### src/lkv_pkg.sv
`timescale 1ns / 1ps
package lkv_pkg;

	// stream and register port widths
	localparam int FIELD_W    = 32;
	localparam int IN_DATA_W  = 64;
	localparam int IN_USER_W  = 2;
	localparam int OUT_DATA_W = 40;
	localparam int CFG_W      = 5;
	localparam int OCC_W      = 5;
	localparam logic [CFG_W-1:0] CAP_RESET = 5'd16;

	// output field positions inside m_tdata
	localparam int OUT_HIT_LSB = 0;
	localparam int OUT_RD_LSB  = 1;
	localparam int OUT_EV_LSB  = 33;
	localparam int OUT_OCC_LSB = 34;

	typedef enum logic [1:0] {
		KIND_GET    = 2'd0,
		KIND_PUT    = 2'd1,
		KIND_REMOVE = 2'd2,
		KIND_NOP    = 2'd3
	} kind_t;

	typedef enum logic [2:0] {
		ST_IDLE,
		ST_SCAN,
		ST_DECIDE,
		ST_UPDATE,
		ST_DONE
	} state_t;

	// how the rank sweep rewrites the recency order
	typedef enum logic [1:0] {
		UPD_NONE,
		UPD_TOUCH,
		UPD_FILL,
		UPD_DROP
	} upd_mode_t;

	typedef struct packed {
		logic load_req;
		logic sweep_clr;
		logic scan_en;
		logic decide;
		logic upd_en;
		logic load_result;
	} ctrl_cmd_t;

	typedef struct packed {
		logic sweep_done;
		logic need_update;
		logic out_free;
	} ctrl_sts_t;

endpackage

### src/lkv_ram.sv
`timescale 1ns / 1ps
module lkv_ram #(
	parameter int WIDTH = 32,
	parameter int DEPTH = 16
) (
	input  logic                                  clk,
	input  logic                                  we,
	input  logic [((DEPTH > 1) ? $clog2(DEPTH) : 1)-1:0] waddr,
	input  logic [WIDTH-1:0]                      wdata,
	input  logic                                  re,
	input  logic [((DEPTH > 1) ? $clog2(DEPTH) : 1)-1:0] raddr,
	output logic [WIDTH-1:0]                      rdata
);

	logic [WIDTH-1:0] mem [DEPTH];

	// single write port, registered read port
	always_ff @(posedge clk) begin
		if (we) begin
			mem[waddr] <= wdata;
		end
		if (re) begin
			rdata <= mem[raddr];
		end
	end

endmodule

### src/lkv_ctrl.sv
`timescale 1ns / 1ps
module lkv_ctrl (
	input  logic             clk,
	input  logic             arst_n,
	input  logic             s_tvalid,
	output logic             s_tready,
	output lkv_pkg::ctrl_cmd_t cmd,
	input  lkv_pkg::ctrl_sts_t sts
);

	import lkv_pkg::*;

	state_t state_q;
	state_t state_d;

	// state register
	always_ff @(posedge clk or negedge arst_n) begin
		if (!arst_n) begin
			state_q <= ST_IDLE;
		end else begin
			state_q <= state_d;
		end
	end

	// next state
	always_comb begin
		state_d = state_q;
		unique case (state_q)
			ST_IDLE: begin
				if (s_tvalid) state_d = ST_SCAN;
			end
			ST_SCAN: begin
				if (sts.sweep_done) state_d = ST_DECIDE;
			end
			ST_DECIDE: begin
				state_d = sts.need_update ? ST_UPDATE : ST_DONE;
			end
			ST_UPDATE: begin
				if (sts.sweep_done) state_d = ST_DONE;
			end
			ST_DONE: begin
				if (sts.out_free) state_d = ST_IDLE;
			end
			default: state_d = ST_IDLE;
		endcase
	end

	// commands to the datapath
	always_comb begin
		cmd      = '0;
		s_tready = 1'b0;
		unique case (state_q)
			ST_IDLE: begin
				s_tready      = 1'b1;
				cmd.load_req  = s_tvalid;
				cmd.sweep_clr = s_tvalid;
			end
			ST_SCAN: begin
				cmd.scan_en = 1'b1;
			end
			ST_DECIDE: begin
				cmd.decide    = 1'b1;
				cmd.sweep_clr = 1'b1;
			end
			ST_UPDATE: begin
				cmd.upd_en = 1'b1;
			end
			ST_DONE: begin
				cmd.load_result = sts.out_free;
			end
			default: begin
				cmd = '0;
			end
		endcase
	end

endmodule

### src/lkv_datapath.sv
`timescale 1ns / 1ps
module lkv_datapath #(
	parameter int ENTRIES    = 16,
	parameter int KEY_BITS   = 32,
	parameter int VALUE_BITS = 32
) (
	input  logic                          clk,
	input  logic                          arst_n,
	input  lkv_pkg::ctrl_cmd_t            cmd,
	output lkv_pkg::ctrl_sts_t            sts,
	input  logic [lkv_pkg::IN_DATA_W-1:0] s_tdata,
	input  logic [lkv_pkg::IN_USER_W-1:0] s_tuser,
	output logic                          m_tvalid,
	input  logic                          m_tready,
	output logic [lkv_pkg::OUT_DATA_W-1:0] m_tdata,
	input  logic                          cfg_we,
	input  logic [lkv_pkg::CFG_W-1:0]     cfg_wdata
);

	import lkv_pkg::*;

	localparam int IDX_W  = (ENTRIES > 1) ? $clog2(ENTRIES) : 1;
	localparam int CNT_W  = $clog2(ENTRIES + 1);
	localparam int RANK_W = IDX_W;
	localparam int KW     = (KEY_BITS < FIELD_W) ? KEY_BITS : FIELD_W;
	localparam int VW     = (VALUE_BITS < FIELD_W) ? VALUE_BITS : FIELD_W;
	localparam int CW     = (CNT_W > OCC_W) ? CNT_W : OCC_W;
	localparam logic [CNT_W-1:0] N_CNT = CNT_W'(ENTRIES);
	localparam logic [CW-1:0]    N_CW  = CW'(ENTRIES);

	// request and configuration
	kind_t             kind_q;
	logic [KW-1:0]     key_q;
	logic [VW-1:0]     val_q;
	logic [CFG_W-1:0]  cap_q;

	// table state
	logic [ENTRIES-1:0] valid_q;
	logic [CNT_W-1:0]   used_q;

	// sweep
	logic [CNT_W-1:0]   cnt_q;
	logic               issue;
	logic               vld_s1;
	logic [IDX_W-1:0]   idx_s1;
	logic               ent_v;

	// memory ports
	logic [KW-1:0]      key_rd;
	logic [RANK_W-1:0]  rank_rd;
	logic [VW-1:0]      val_rd;
	logic               rank_we;
	logic [RANK_W-1:0]  rank_wd;
	logic               key_we;
	logic               val_we;

	// scan results
	logic               match_q;
	logic [IDX_W-1:0]   match_idx_q;
	logic [RANK_W-1:0]  match_rank_q;
	logic               free_q;
	logic [IDX_W-1:0]   free_idx_q;
	logic               old_q;
	logic [IDX_W-1:0]   old_idx_q;
	logic [RANK_W-1:0]  old_rank_q;

	// decision
	upd_mode_t          mode_d, mode_q;
	logic [IDX_W-1:0]   tgt_d, tgt_q;
	logic [RANK_W-1:0]  ref_d, ref_q;
	logic               hit_d, hit_q;
	logic               evict_d, evict_q;
	logic               get_hit_q;
	logic [CNT_W-1:0]   used_d;
	logic               set_valid, clr_valid;
	logic [CW-1:0]      cap_x, cap_eff, used_x, occ_x;
	logic               full;

	// result
	logic                  out_valid_q;
	logic [OUT_DATA_W-1:0] out_data_q;
	logic [OUT_DATA_W-1:0] out_data_d;
	logic [FIELD_W-1:0]    rd_out;

	// request capture
	always_ff @(posedge clk or negedge arst_n) begin
		if (!arst_n) begin
			kind_q <= KIND_NOP;
			key_q  <= '0;
			val_q  <= '0;
		end else if (cmd.load_req) begin
			kind_q <= kind_t'(s_tuser);
			key_q  <= s_tdata[KW-1:0];
			val_q  <= s_tdata[FIELD_W +: VW];
		end
	end

	// capacity register
	always_ff @(posedge clk or negedge arst_n) begin
		if (!arst_n) begin
			cap_q <= CAP_RESET;
		end else if (cfg_we) begin
			cap_q <= cfg_wdata;
		end
	end

	// sweep counter, one entry a cycle, read data registered in the memories
	assign issue = (cmd.scan_en || cmd.upd_en) && (cnt_q != N_CNT);

	always_ff @(posedge clk or negedge arst_n) begin
		if (!arst_n) begin
			cnt_q  <= '0;
			vld_s1 <= 1'b0;
		end else if (cmd.sweep_clr) begin
			cnt_q  <= '0;
			vld_s1 <= 1'b0;
		end else begin
			if (issue) cnt_q <= cnt_q + 1'b1;
			vld_s1 <= issue;
		end
	end

	always_ff @(posedge clk) begin
		idx_s1 <= cnt_q[IDX_W-1:0];
	end

	assign ent_v           = valid_q[idx_s1];
	assign sts.sweep_done  = (cnt_q == N_CNT) && !vld_s1;

	// key, value and rank stores
	lkv_ram #(.WIDTH(KW), .DEPTH(ENTRIES)) u_key_ram (
		.clk   (clk),
		.we    (key_we),
		.waddr (tgt_d),
		.wdata (key_q),
		.re    (issue),
		.raddr (cnt_q[IDX_W-1:0]),
		.rdata (key_rd)
	);

	lkv_ram #(.WIDTH(VW), .DEPTH(ENTRIES)) u_val_ram (
		.clk   (clk),
		.we    (val_we),
		.waddr (tgt_d),
		.wdata (val_q),
		.re    (1'b1),
		.raddr (tgt_q),
		.rdata (val_rd)
	);

	lkv_ram #(.WIDTH(RANK_W), .DEPTH(ENTRIES)) u_rank_ram (
		.clk   (clk),
		.we    (rank_we),
		.waddr (idx_s1),
		.wdata (rank_wd),
		.re    (issue),
		.raddr (cnt_q[IDX_W-1:0]),
		.rdata (rank_rd)
	);

	// scan: matching entry, first free entry, least recent entry
	always_ff @(posedge clk or negedge arst_n) begin
		if (!arst_n) begin
			match_q <= 1'b0;
			free_q  <= 1'b0;
			old_q   <= 1'b0;
		end else if (cmd.load_req) begin
			match_q <= 1'b0;
			free_q  <= 1'b0;
			old_q   <= 1'b0;
		end else if (cmd.scan_en && vld_s1) begin
			if (ent_v && (key_rd == key_q) && !match_q) begin
				match_q <= 1'b1;
			end
			if (!ent_v && !free_q) begin
				free_q <= 1'b1;
			end
			if (ent_v && (!old_q || (rank_rd > old_rank_q))) begin
				old_q <= 1'b1;
			end
		end
	end

	always_ff @(posedge clk) begin
		if (cmd.scan_en && vld_s1) begin
			if (ent_v && (key_rd == key_q) && !match_q) begin
				match_idx_q  <= idx_s1;
				match_rank_q <= rank_rd;
			end
			if (!ent_v && !free_q) begin
				free_idx_q <= idx_s1;
			end
			if (ent_v && (!old_q || (rank_rd > old_rank_q))) begin
				old_idx_q  <= idx_s1;
				old_rank_q <= rank_rd;
			end
		end
	end

	// effective capacity, zero acts as one and large values as the table size
	assign cap_x  = CW'(cap_q);
	assign used_x = CW'(used_q);
	always_comb begin
		priority if (cap_x == '0) begin
			cap_eff = CW'(1);
		end else if (cap_x > N_CW) begin
			cap_eff = N_CW;
		end else begin
			cap_eff = cap_x;
		end
	end
	assign full = used_x >= cap_eff;

	// decide the operation from the scan results
	always_comb begin
		mode_d    = UPD_NONE;
		tgt_d     = match_idx_q;
		ref_d     = match_rank_q;
		hit_d     = 1'b0;
		evict_d   = 1'b0;
		used_d    = used_q;
		set_valid = 1'b0;
		clr_valid = 1'b0;
		key_we    = 1'b0;
		val_we    = 1'b0;
		unique case (kind_q)
			KIND_GET: begin
				hit_d = match_q;
				if (match_q) mode_d = UPD_TOUCH;
			end
			KIND_PUT: begin
				hit_d = match_q;
				priority if (match_q) begin
					mode_d = UPD_TOUCH;
					val_we = cmd.decide;
				end else if (!full && free_q) begin
					mode_d    = UPD_FILL;
					tgt_d     = free_idx_q;
					used_d    = used_q + 1'b1;
					set_valid = 1'b1;
					key_we    = cmd.decide;
					val_we    = cmd.decide;
				end else if (full && old_q) begin
					// eviction plus refill ranks like a touch of the oldest
					mode_d  = UPD_TOUCH;
					tgt_d   = old_idx_q;
					ref_d   = old_rank_q;
					evict_d = 1'b1;
					key_we  = cmd.decide;
					val_we  = cmd.decide;
				end else if (free_q) begin
					mode_d    = UPD_FILL;
					tgt_d     = free_idx_q;
					used_d    = used_q + 1'b1;
					set_valid = 1'b1;
					key_we    = cmd.decide;
					val_we    = cmd.decide;
				end else begin
					mode_d = UPD_NONE;
				end
			end
			KIND_REMOVE: begin
				hit_d = match_q;
				if (match_q) begin
					mode_d    = UPD_DROP;
					clr_valid = 1'b1;
					if (used_q != '0) used_d = used_q - 1'b1;
				end
			end
			KIND_NOP: begin
				mode_d = UPD_NONE;
			end
			default: begin
				mode_d = UPD_NONE;
			end
		endcase
	end

	assign sts.need_update = mode_d != UPD_NONE;

	// commit the decision
	always_ff @(posedge clk or negedge arst_n) begin
		if (!arst_n) begin
			valid_q   <= '0;
			used_q    <= '0;
			mode_q    <= UPD_NONE;
			hit_q     <= 1'b0;
			evict_q   <= 1'b0;
			get_hit_q <= 1'b0;
		end else if (cmd.decide) begin
			if (set_valid) valid_q[tgt_d] <= 1'b1;
			if (clr_valid) valid_q[tgt_d] <= 1'b0;
			used_q    <= used_d;
			mode_q    <= mode_d;
			hit_q     <= hit_d;
			evict_q   <= evict_d;
			get_hit_q <= (kind_q == KIND_GET) && match_q;
		end
	end

	always_ff @(posedge clk) begin
		if (cmd.decide) begin
			tgt_q <= tgt_d;
			ref_q <= ref_d;
		end
	end

	// rank sweep rewrite
	always_comb begin
		rank_we = 1'b0;
		rank_wd = rank_rd;
		if (cmd.upd_en && vld_s1) begin
			if (idx_s1 == tgt_q) begin
				if (mode_q != UPD_DROP) begin
					rank_we = 1'b1;
					rank_wd = '0;
				end
			end else if (ent_v) begin
				unique case (mode_q)
					UPD_TOUCH: begin
						if (rank_rd < ref_q) begin
							rank_we = 1'b1;
							rank_wd = rank_rd + 1'b1;
						end
					end
					UPD_FILL: begin
						rank_we = 1'b1;
						rank_wd = rank_rd + 1'b1;
					end
					UPD_DROP: begin
						if (rank_rd > ref_q) begin
							rank_we = 1'b1;
							rank_wd = rank_rd - 1'b1;
						end
					end
					UPD_NONE: begin
						rank_we = 1'b0;
					end
					default: begin
						rank_we = 1'b0;
					end
				endcase
			end
		end
	end

	// result register
	assign rd_out       = get_hit_q ? FIELD_W'(val_rd) : '0;
	assign occ_x        = CW'(used_q);
	assign sts.out_free = !out_valid_q || m_tready;

	// packed result fields, padding stays zero
	always_comb begin
		out_data_d                        = '0;
		out_data_d[OUT_HIT_LSB]           = hit_q;
		out_data_d[OUT_RD_LSB +: FIELD_W] = rd_out;
		out_data_d[OUT_EV_LSB]            = evict_q;
		out_data_d[OUT_OCC_LSB +: OCC_W]  = occ_x[OCC_W-1:0];
	end

	always_ff @(posedge clk or negedge arst_n) begin
		if (!arst_n) begin
			out_valid_q <= 1'b0;
		end else if (cmd.load_result) begin
			out_valid_q <= 1'b1;
		end else if (m_tready) begin
			out_valid_q <= 1'b0;
		end
	end

	always_ff @(posedge clk) begin
		if (cmd.load_result) begin
			out_data_q <= out_data_d;
		end
	end

	assign m_tvalid = out_valid_q;
	assign m_tdata  = out_data_q;

`ifndef NO_ASSERTIONS
	// fill count always matches the number of valid entries
	a_used_matches_valid: assert property (@(posedge clk) disable iff (!arst_n)
		$countones(valid_q) == int'(used_q))
		else $error("used count differs from valid entries");

	// a new result never overwrites one not yet taken
	a_no_result_overrun: assert property (@(posedge clk) disable iff (!arst_n)
		cmd.load_result |-> (!out_valid_q || m_tready))
		else $error("result loaded over a pending result");

	// the rank sweep only runs for an operation that changes the order
	a_update_has_mode: assert property (@(posedge clk) disable iff (!arst_n)
		cmd.upd_en |-> (mode_q != UPD_NONE))
		else $error("rank sweep without an update mode");

	// the entry made most recent is valid while its rank is written
	a_target_valid: assert property (@(posedge clk) disable iff (!arst_n)
		(cmd.upd_en && vld_s1 && (idx_s1 == tgt_q) && (mode_q != UPD_DROP))
		|-> valid_q[idx_s1])
		else $error("most recent entry is not valid");
`endif

endmodule

### src/lru_key_value_cache.sv
`timescale 1ns / 1ps
// flow: an accepted request is scanned, then decided, then sweeps the ranks again unless it
// changes nothing, and its result is loaded once the output register is free
// the block takes one request at a time, the next only after the result is loaded; the key scan
// and the rank rewrite each sweep the key and rank memories one entry per cycle
// reset: arst_n clears all entries, the fill count and the result valid flag; capacity is 16
module lru_key_value_cache #(
	parameter int ENTRIES    = 16,
	parameter int KEY_BITS   = 32,
	parameter int VALUE_BITS = 32
) (
	input  logic                           clk,
	input  logic                           arst_n,
	input  logic                           s_tvalid,
	output logic                           s_tready,
	// key [31:0], value [63:32]
	input  logic [lkv_pkg::IN_DATA_W-1:0]  s_tdata,
	// kind [1:0]
	input  logic [lkv_pkg::IN_USER_W-1:0]  s_tuser,
	output logic                           m_tvalid,
	input  logic                           m_tready,
	// hit [0], read_value [32:1], evicted [33], occupancy [38:34], zero [39]
	output logic [lkv_pkg::OUT_DATA_W-1:0] m_tdata,
	input  logic                           cfg_we,
	input  logic [lkv_pkg::CFG_W-1:0]      cfg_wdata
);

	import lkv_pkg::*;

	ctrl_cmd_t cmd;
	ctrl_sts_t sts;

	// sequencer
	lkv_ctrl u_ctrl (
		.clk      (clk),
		.arst_n   (arst_n),
		.s_tvalid (s_tvalid),
		.s_tready (s_tready),
		.cmd      (cmd),
		.sts      (sts)
	);

	// table, sweep and result datapath
	lkv_datapath #(
		.ENTRIES    (ENTRIES),
		.KEY_BITS   (KEY_BITS),
		.VALUE_BITS (VALUE_BITS)
	) u_datapath (
		.clk       (clk),
		.arst_n    (arst_n),
		.cmd       (cmd),
		.sts       (sts),
		.s_tdata   (s_tdata),
		.s_tuser   (s_tuser),
		.m_tvalid  (m_tvalid),
		.m_tready  (m_tready),
		.m_tdata   (m_tdata),
		.cfg_we    (cfg_we),
		.cfg_wdata (cfg_wdata)
	);

endmodule

### config.mk
export PLATFORM = sky130hd
export DESIGN_NAME = lru_key_value_cache
export DESIGN_NICKNAME = d
export VERILOG_FILES = /design/src/lkv_pkg.sv /design/src/lkv_ram.sv /design/src/lkv_ctrl.sv /design/src/lkv_datapath.sv /design/src/lru_key_value_cache.sv
export SDC_FILE = /design/constraint.sdc
export NUM_CORES = 1
export LEC_CHECK = 0
export ABC_AREA = 1
export BUFFER_PORTS_ARGS = -buffer_cell sky130_fd_sc_hd__buf_2
export CAP_MARGIN = 20
export CORE_ASPECT_RATIO = 0.7
export CORE_MARGIN = 2
export CORE_UTILIZATION = 48
export DETAILED_ROUTE_END_ITERATION = 12
export HOLD_SLACK_MARGIN = 0.12
export PLACE_DENSITY_LB_ADDON = 0.15
export SYNTH_ARGS = -nofsm -noshare
export SYNTH_HDL_FRONTEND = slang
export SYNTH_HIERARCHICAL = 1
export SYNTH_SLANG_ARGS = --single-unit
### constraint.sdc
create_clock -name clk -period 12.2 [get_ports clk]
set_clock_uncertainty 0.2 [all_clocks]
set_input_delay 1.22 -clock clk [delete_from_list [all_inputs] [get_ports clk]]
set_output_delay 1.22 -clock clk [all_outputs]
set_load 0.01 [all_outputs]
==> metrics <==
highest clock frequency the design can meet=0.223 GHz; first drt pass iteration count=5; proportion of synthesized chip area in sequential cells=0.682; latest clock arrival within the worst-skew pair=760 ps; fraction of layout instances using a drive strength above 1=0.0931; vias in the first global route=35200; final core area utilization=0.539; Total GRT Usage=0.232; Min-Delay Endpoint=u_datapath/cnt_q[4]; source of the worst register-to-register timing path=u_datapath/cap_q[2]; layout filler cell count=10400; routed length per placed instance=19.4 microns; number of failing setup endpoints in the final timing report=0; overall die width=420 microns; initial antenna violation count=5; count of buffers added by post-CTS timing repair for setup=0; I/O pin count=118; power dissipated by switching net loads=4.68 mW; maximum number of pins on one net before global-route repair=192; count of pins over their slew limit=0; number of synthesized flops with an enable pin=1223; max-cap check violation count=0; sequential cell area in the final layout=0.0396 sq mm; IR drop worst, VDD=167 uV; Area growth, synth to finish=11.2%; TritonCTS clock tree=built; Reg-to-Reg End=u_datapath/u_key_ram/mem[15][4]; Cell Chain, Critical Path=inv_1 -> nand4_1 -> nand2_1 -> nand2_1 -> ha_1 -> nand2_1 -> nor2_1 -> nand2_1 -> nand3_2 -> nand2_4 -> nand2_2 -> nand2_4 -> a21oi_1 -> nand2_1 -> nor2_4 -> buf_4; worst-case headroom to the max-slew limit=0.260; Pint=9.35 mW; register clock-pin slew on the reported worst setup and hold paths=60 ps; row cnt=106; Reg power frac=0.477; GR Overflow Total=0; startpoint of the most critical hold path=u_datapath/cnt_q[4]; die span in y=295 microns; CTS H-Tree Depth=4; detailed-route vias per instance=5.09; Pwr Density=218 mW/mm^2; number of buffers inserted during clock tree synthesis=134; number of antenna repair diodes=0; Post-Synthesis Cells=5461; setup TNS=0 ps; portion of total power attributed to combinational logic=0.220; CTS Sinks=1337; buffer type at the clock tree root=sky130_fd_sc_hd__clkbuf_16; startpoint kind of the worst setup timing path=register; worst-case register-to-register setup slack=7720 ps; cell area after synthesis=0.0580 sq mm; most used flip-flop cell after synthesis=sky130_fd_sc_hd__edfxtp_1; top cells by area in the synthesized netlist=sky130_fd_sc_hd__edfxtp_1 63%, sky130_fd_sc_hd__nand2_1 11%, sky130_fd_sc_hd__nand3_1 7.5%, sky130_fd_sc_hd__inv_1 6.2%, sky130_fd_sc_hd__dfrtp_1 4.6%; antenna viol nets, final=0; critical path arrival=4650 ps; cell depth of the worst hold path=1; global placement routability congestion=0.831; core region area=0.120 sq mm; RSZ-0062 raised after global routing=false; area taken by multi-input logic gates=0.0135 sq mm; shortest clock period the worst path allows after layout=4480 ps; die area=0.124 sq mm; fraction of power spent switching nets=0.334; wire length of the first global-routing pass=216000 microns; port bufs=116; final routed wirelength across all metal layers=141000 microns; buffers and inverters on the worst path=2; required arrival time at the worst endpoint=12370 ps; dominant cell type by area after synthesis=sky130_fd_sc_hd__edfxtp_1; number of cells on the critical path=16; Critical Path Slowest Stage Cell=sky130_fd_sc_hd__a21oi_1; Static Leakage=27.4 nW; cell occurring most often along the worst timing path=sky130_fd_sc_hd__nand2_1; number of hold buffers added after cts=0; endpoint type of the worst setup path=register; max incr delay on CP=680 ps; Seq cells post-synth=1337; number of library cell types mapped by synthesis=48; R2R cell count=16; post-cts repair resize count=0; detailed placer's ending HPWL=78300 microns; endpoints failing hold=0; Async SR Flop Fraction=0.0823; Initial Util=0.485; Syn Area/Cell=10.6 sq um; crit-path max FO=23; pin slew with the least headroom to its limit=1110 ps; total number of nets in the final design=5661; post-route fraction of the period consumed by the critical path=0.367; crit-path leading delay family=simple AND/OR/NAND/NOR gates; status=finished clean; worst hold path type=reg2reg; Yosys Warn Count=6; number of DRC violations after detailed-routing iteration 0=3316; clock group share of total power=0.303; DRC violation count after routing=0; top cell type's share of synthesized area=0.633; worst setup path category=reg2reg; overall via count from detail_route=37100; maximum buffer depth of the clock tree=3
through the flow:
step	cell area, sq um	total power, mW	hold WS (ps)	std cells	setup WS, ps
6_report	64500	14.0	261	7294	7720
5_1_grt	64500	14.8	289	7294	7370
4_1_cts	64500	14.1	265	7292	7590
3_5_place_dp	60000	9.87	256	7046	7620
3_3_place_gp	59900	9.82	256	7043	7660
2_1_floorplan	58100	8.71	215	5492	6340
synth_stat cells (all sizes together) (4+ instances only):
| cell | n |
|---|---|
| nand3 | 871 |
| ha | 20 |
| o211ai | 7 |
| xnor2 | 14 |
| or2 | 13 |
| inv | 975 |
| dfxtp | 4 |
| nand3b | 9 |
| nand2 | 1644 |
| edfxtp | 1223 |
| buf | 201 |
| nand4 | 23 |
| dfrtp | 107 |
| mux2 | 47 |
| nor2 | 119 |
| nor3 | 8 |
| o21ai | 58 |
| xor2 | 12 |
| clkbuf | 45 |
| nor4 | 6 |
| a21oi | 37 |
layout make-up:
class / instances / area share
Inverter: 976 / 0.0572
Clock inverter: 67 / 0.0117
Tap cell: 1620 / 0.0314
Sequential cell: 1337 / 0.614
Clock buffer: 179 / 0.0582
Timing Repair Buffer: 182 / 0.0184
Multi-Input combinational cell: 2933 / 0.210
cells in the final DEF, fill, tap and decap left out, types with 9 or more instances in the layout:
cell,instances
sky130_fd_sc_hd__clkinv_2,17
sky130_fd_sc_hd__xor2_1,12
sky130_fd_sc_hd__nor2_1,71
sky130_fd_sc_hd__clkbuf_16,142
sky130_fd_sc_hd__bufinv_16,15
sky130_fd_sc_hd__nand3_1,868
sky130_fd_sc_hd__mux2_2,47
sky130_fd_sc_hd__nor2_4,40
sky130_fd_sc_hd__a21oi_1,36
sky130_fd_sc_hd__xnor2_1,14
sky130_fd_sc_hd__nand3b_1,9
sky130_fd_sc_hd__o21ai_0,58
sky130_fd_sc_hd__conb_1,33
sky130_fd_sc_hd__clkbuf_1,31
sky130_fd_sc_hd__dfrtp_1,102
sky130_fd_sc_hd__nand2_1,1633
sky130_fd_sc_hd__edfxtp_1,1223
sky130_fd_sc_hd__ha_1,20
sky130_fd_sc_hd__clkinv_1,22
sky130_fd_sc_hd__buf_4,58
sky130_fd_sc_hd__buf_2,115
sky130_fd_sc_hd__nand4_1,23
sky130_fd_sc_hd__inv_2,12
sky130_fd_sc_hd__or2_2,13
sky130_fd_sc_hd__inv_1,957
cell families (layout without fill, tap and decap cells):
family | after synthesis | in the layout | synth area share
xor+xnor | 26 | 26 | 0.00393
compound gates | 111 | 111 | 0.0105
other cells | 2 | 33 | 0.000129
buf+inv | 1222 | 1404 | 0.0914
mux | 47 | 47 | 0.00912
flops | 1337 | 1337 | 0.682
fa+ha+maj | 21 | 21 | 0.00466
simple gates | 2695 | 2695 | 0.198
worst max-delay path by stage:
stage | start | end | slack [ps]
after detailed placement | u_datapath/cap_q[2] | u_datapath/u_val_ram/mem[14][12] | 7620
after global routing | u_datapath/cap_q[0] | u_datapath/u_key_ram/mem[15][10] | 7370
after floorplan | m_tready | u_datapath/m_tdata[0] | 6340
final | u_datapath/cap_q[2] | u_datapath/u_key_ram/mem[15][4] | 7720
after CTS | u_datapath/cap_q[2] | u_datapath/u_val_ram/mem[14][12] | 7590
after global placement | u_datapath/cap_q[2] | u_datapath/u_val_ram/mem[15][4] | 7660
worst reg2reg max path, delay by kind of cell, from the launching register on:
| family | cells | cell delay [ps] |
|---|---|---|
| AO/OA/AOI/OAI | 1 | 680 |
| flip-flops | 1 | 380 |
| AND/OR/NAND/NOR | 12 | 1990 |
| buffers and inverters | 2 | 580 |
| adder cells (fa/ha/maj) | 1 | 260 |
power groups by stage:
stage	Sequential [mW]	Clock (mW)	Combinational [mW]
6_report	6.69	4.25	3.09
4_1_cts	6.71	4.34	3.08
3_3_place_gp	6.79	0	3.03
2_1_floorplan	6.40	0	2.31
3_5_place_dp	6.81	0	3.06
5_1_grt	6.78	4.52	3.45
sequential cells by signal, summed over array words and instances, names as in the netlist, 5 cells and up:
register,flops
u_datapath/valid_q,16
u_datapath/key_q,32
u_datapath/u_val_ram/mem,512
u_datapath/cap_q,5
u_datapath/cnt_q,5
u_datapath/val_q,32
u_datapath/u_val_ram/rdata,32
u_datapath/u_key_ram/rdata,32
u_datapath/occ_x,5
u_datapath/u_key_ram/mem,512
u_datapath/m_tdata,39
u_datapath/u_rank_ram/mem,64
routing by layer:
metal | part of all wire | routed length (microns) | vias up | track usage
met2 | 0.42 | 60100 | 1198 | 0.333
met1 | 0.48 | 68000 | 17800 | 0.358
met3 | 0.073 | 10300 | 194 | 0.0437
met5 | 0.00034 | 48 | - | 0
met4 | 0.022 | 3070 | 8 | 0.0638
li1 | - | - | 17900 | -
Power figures use the tool's default switching activity.
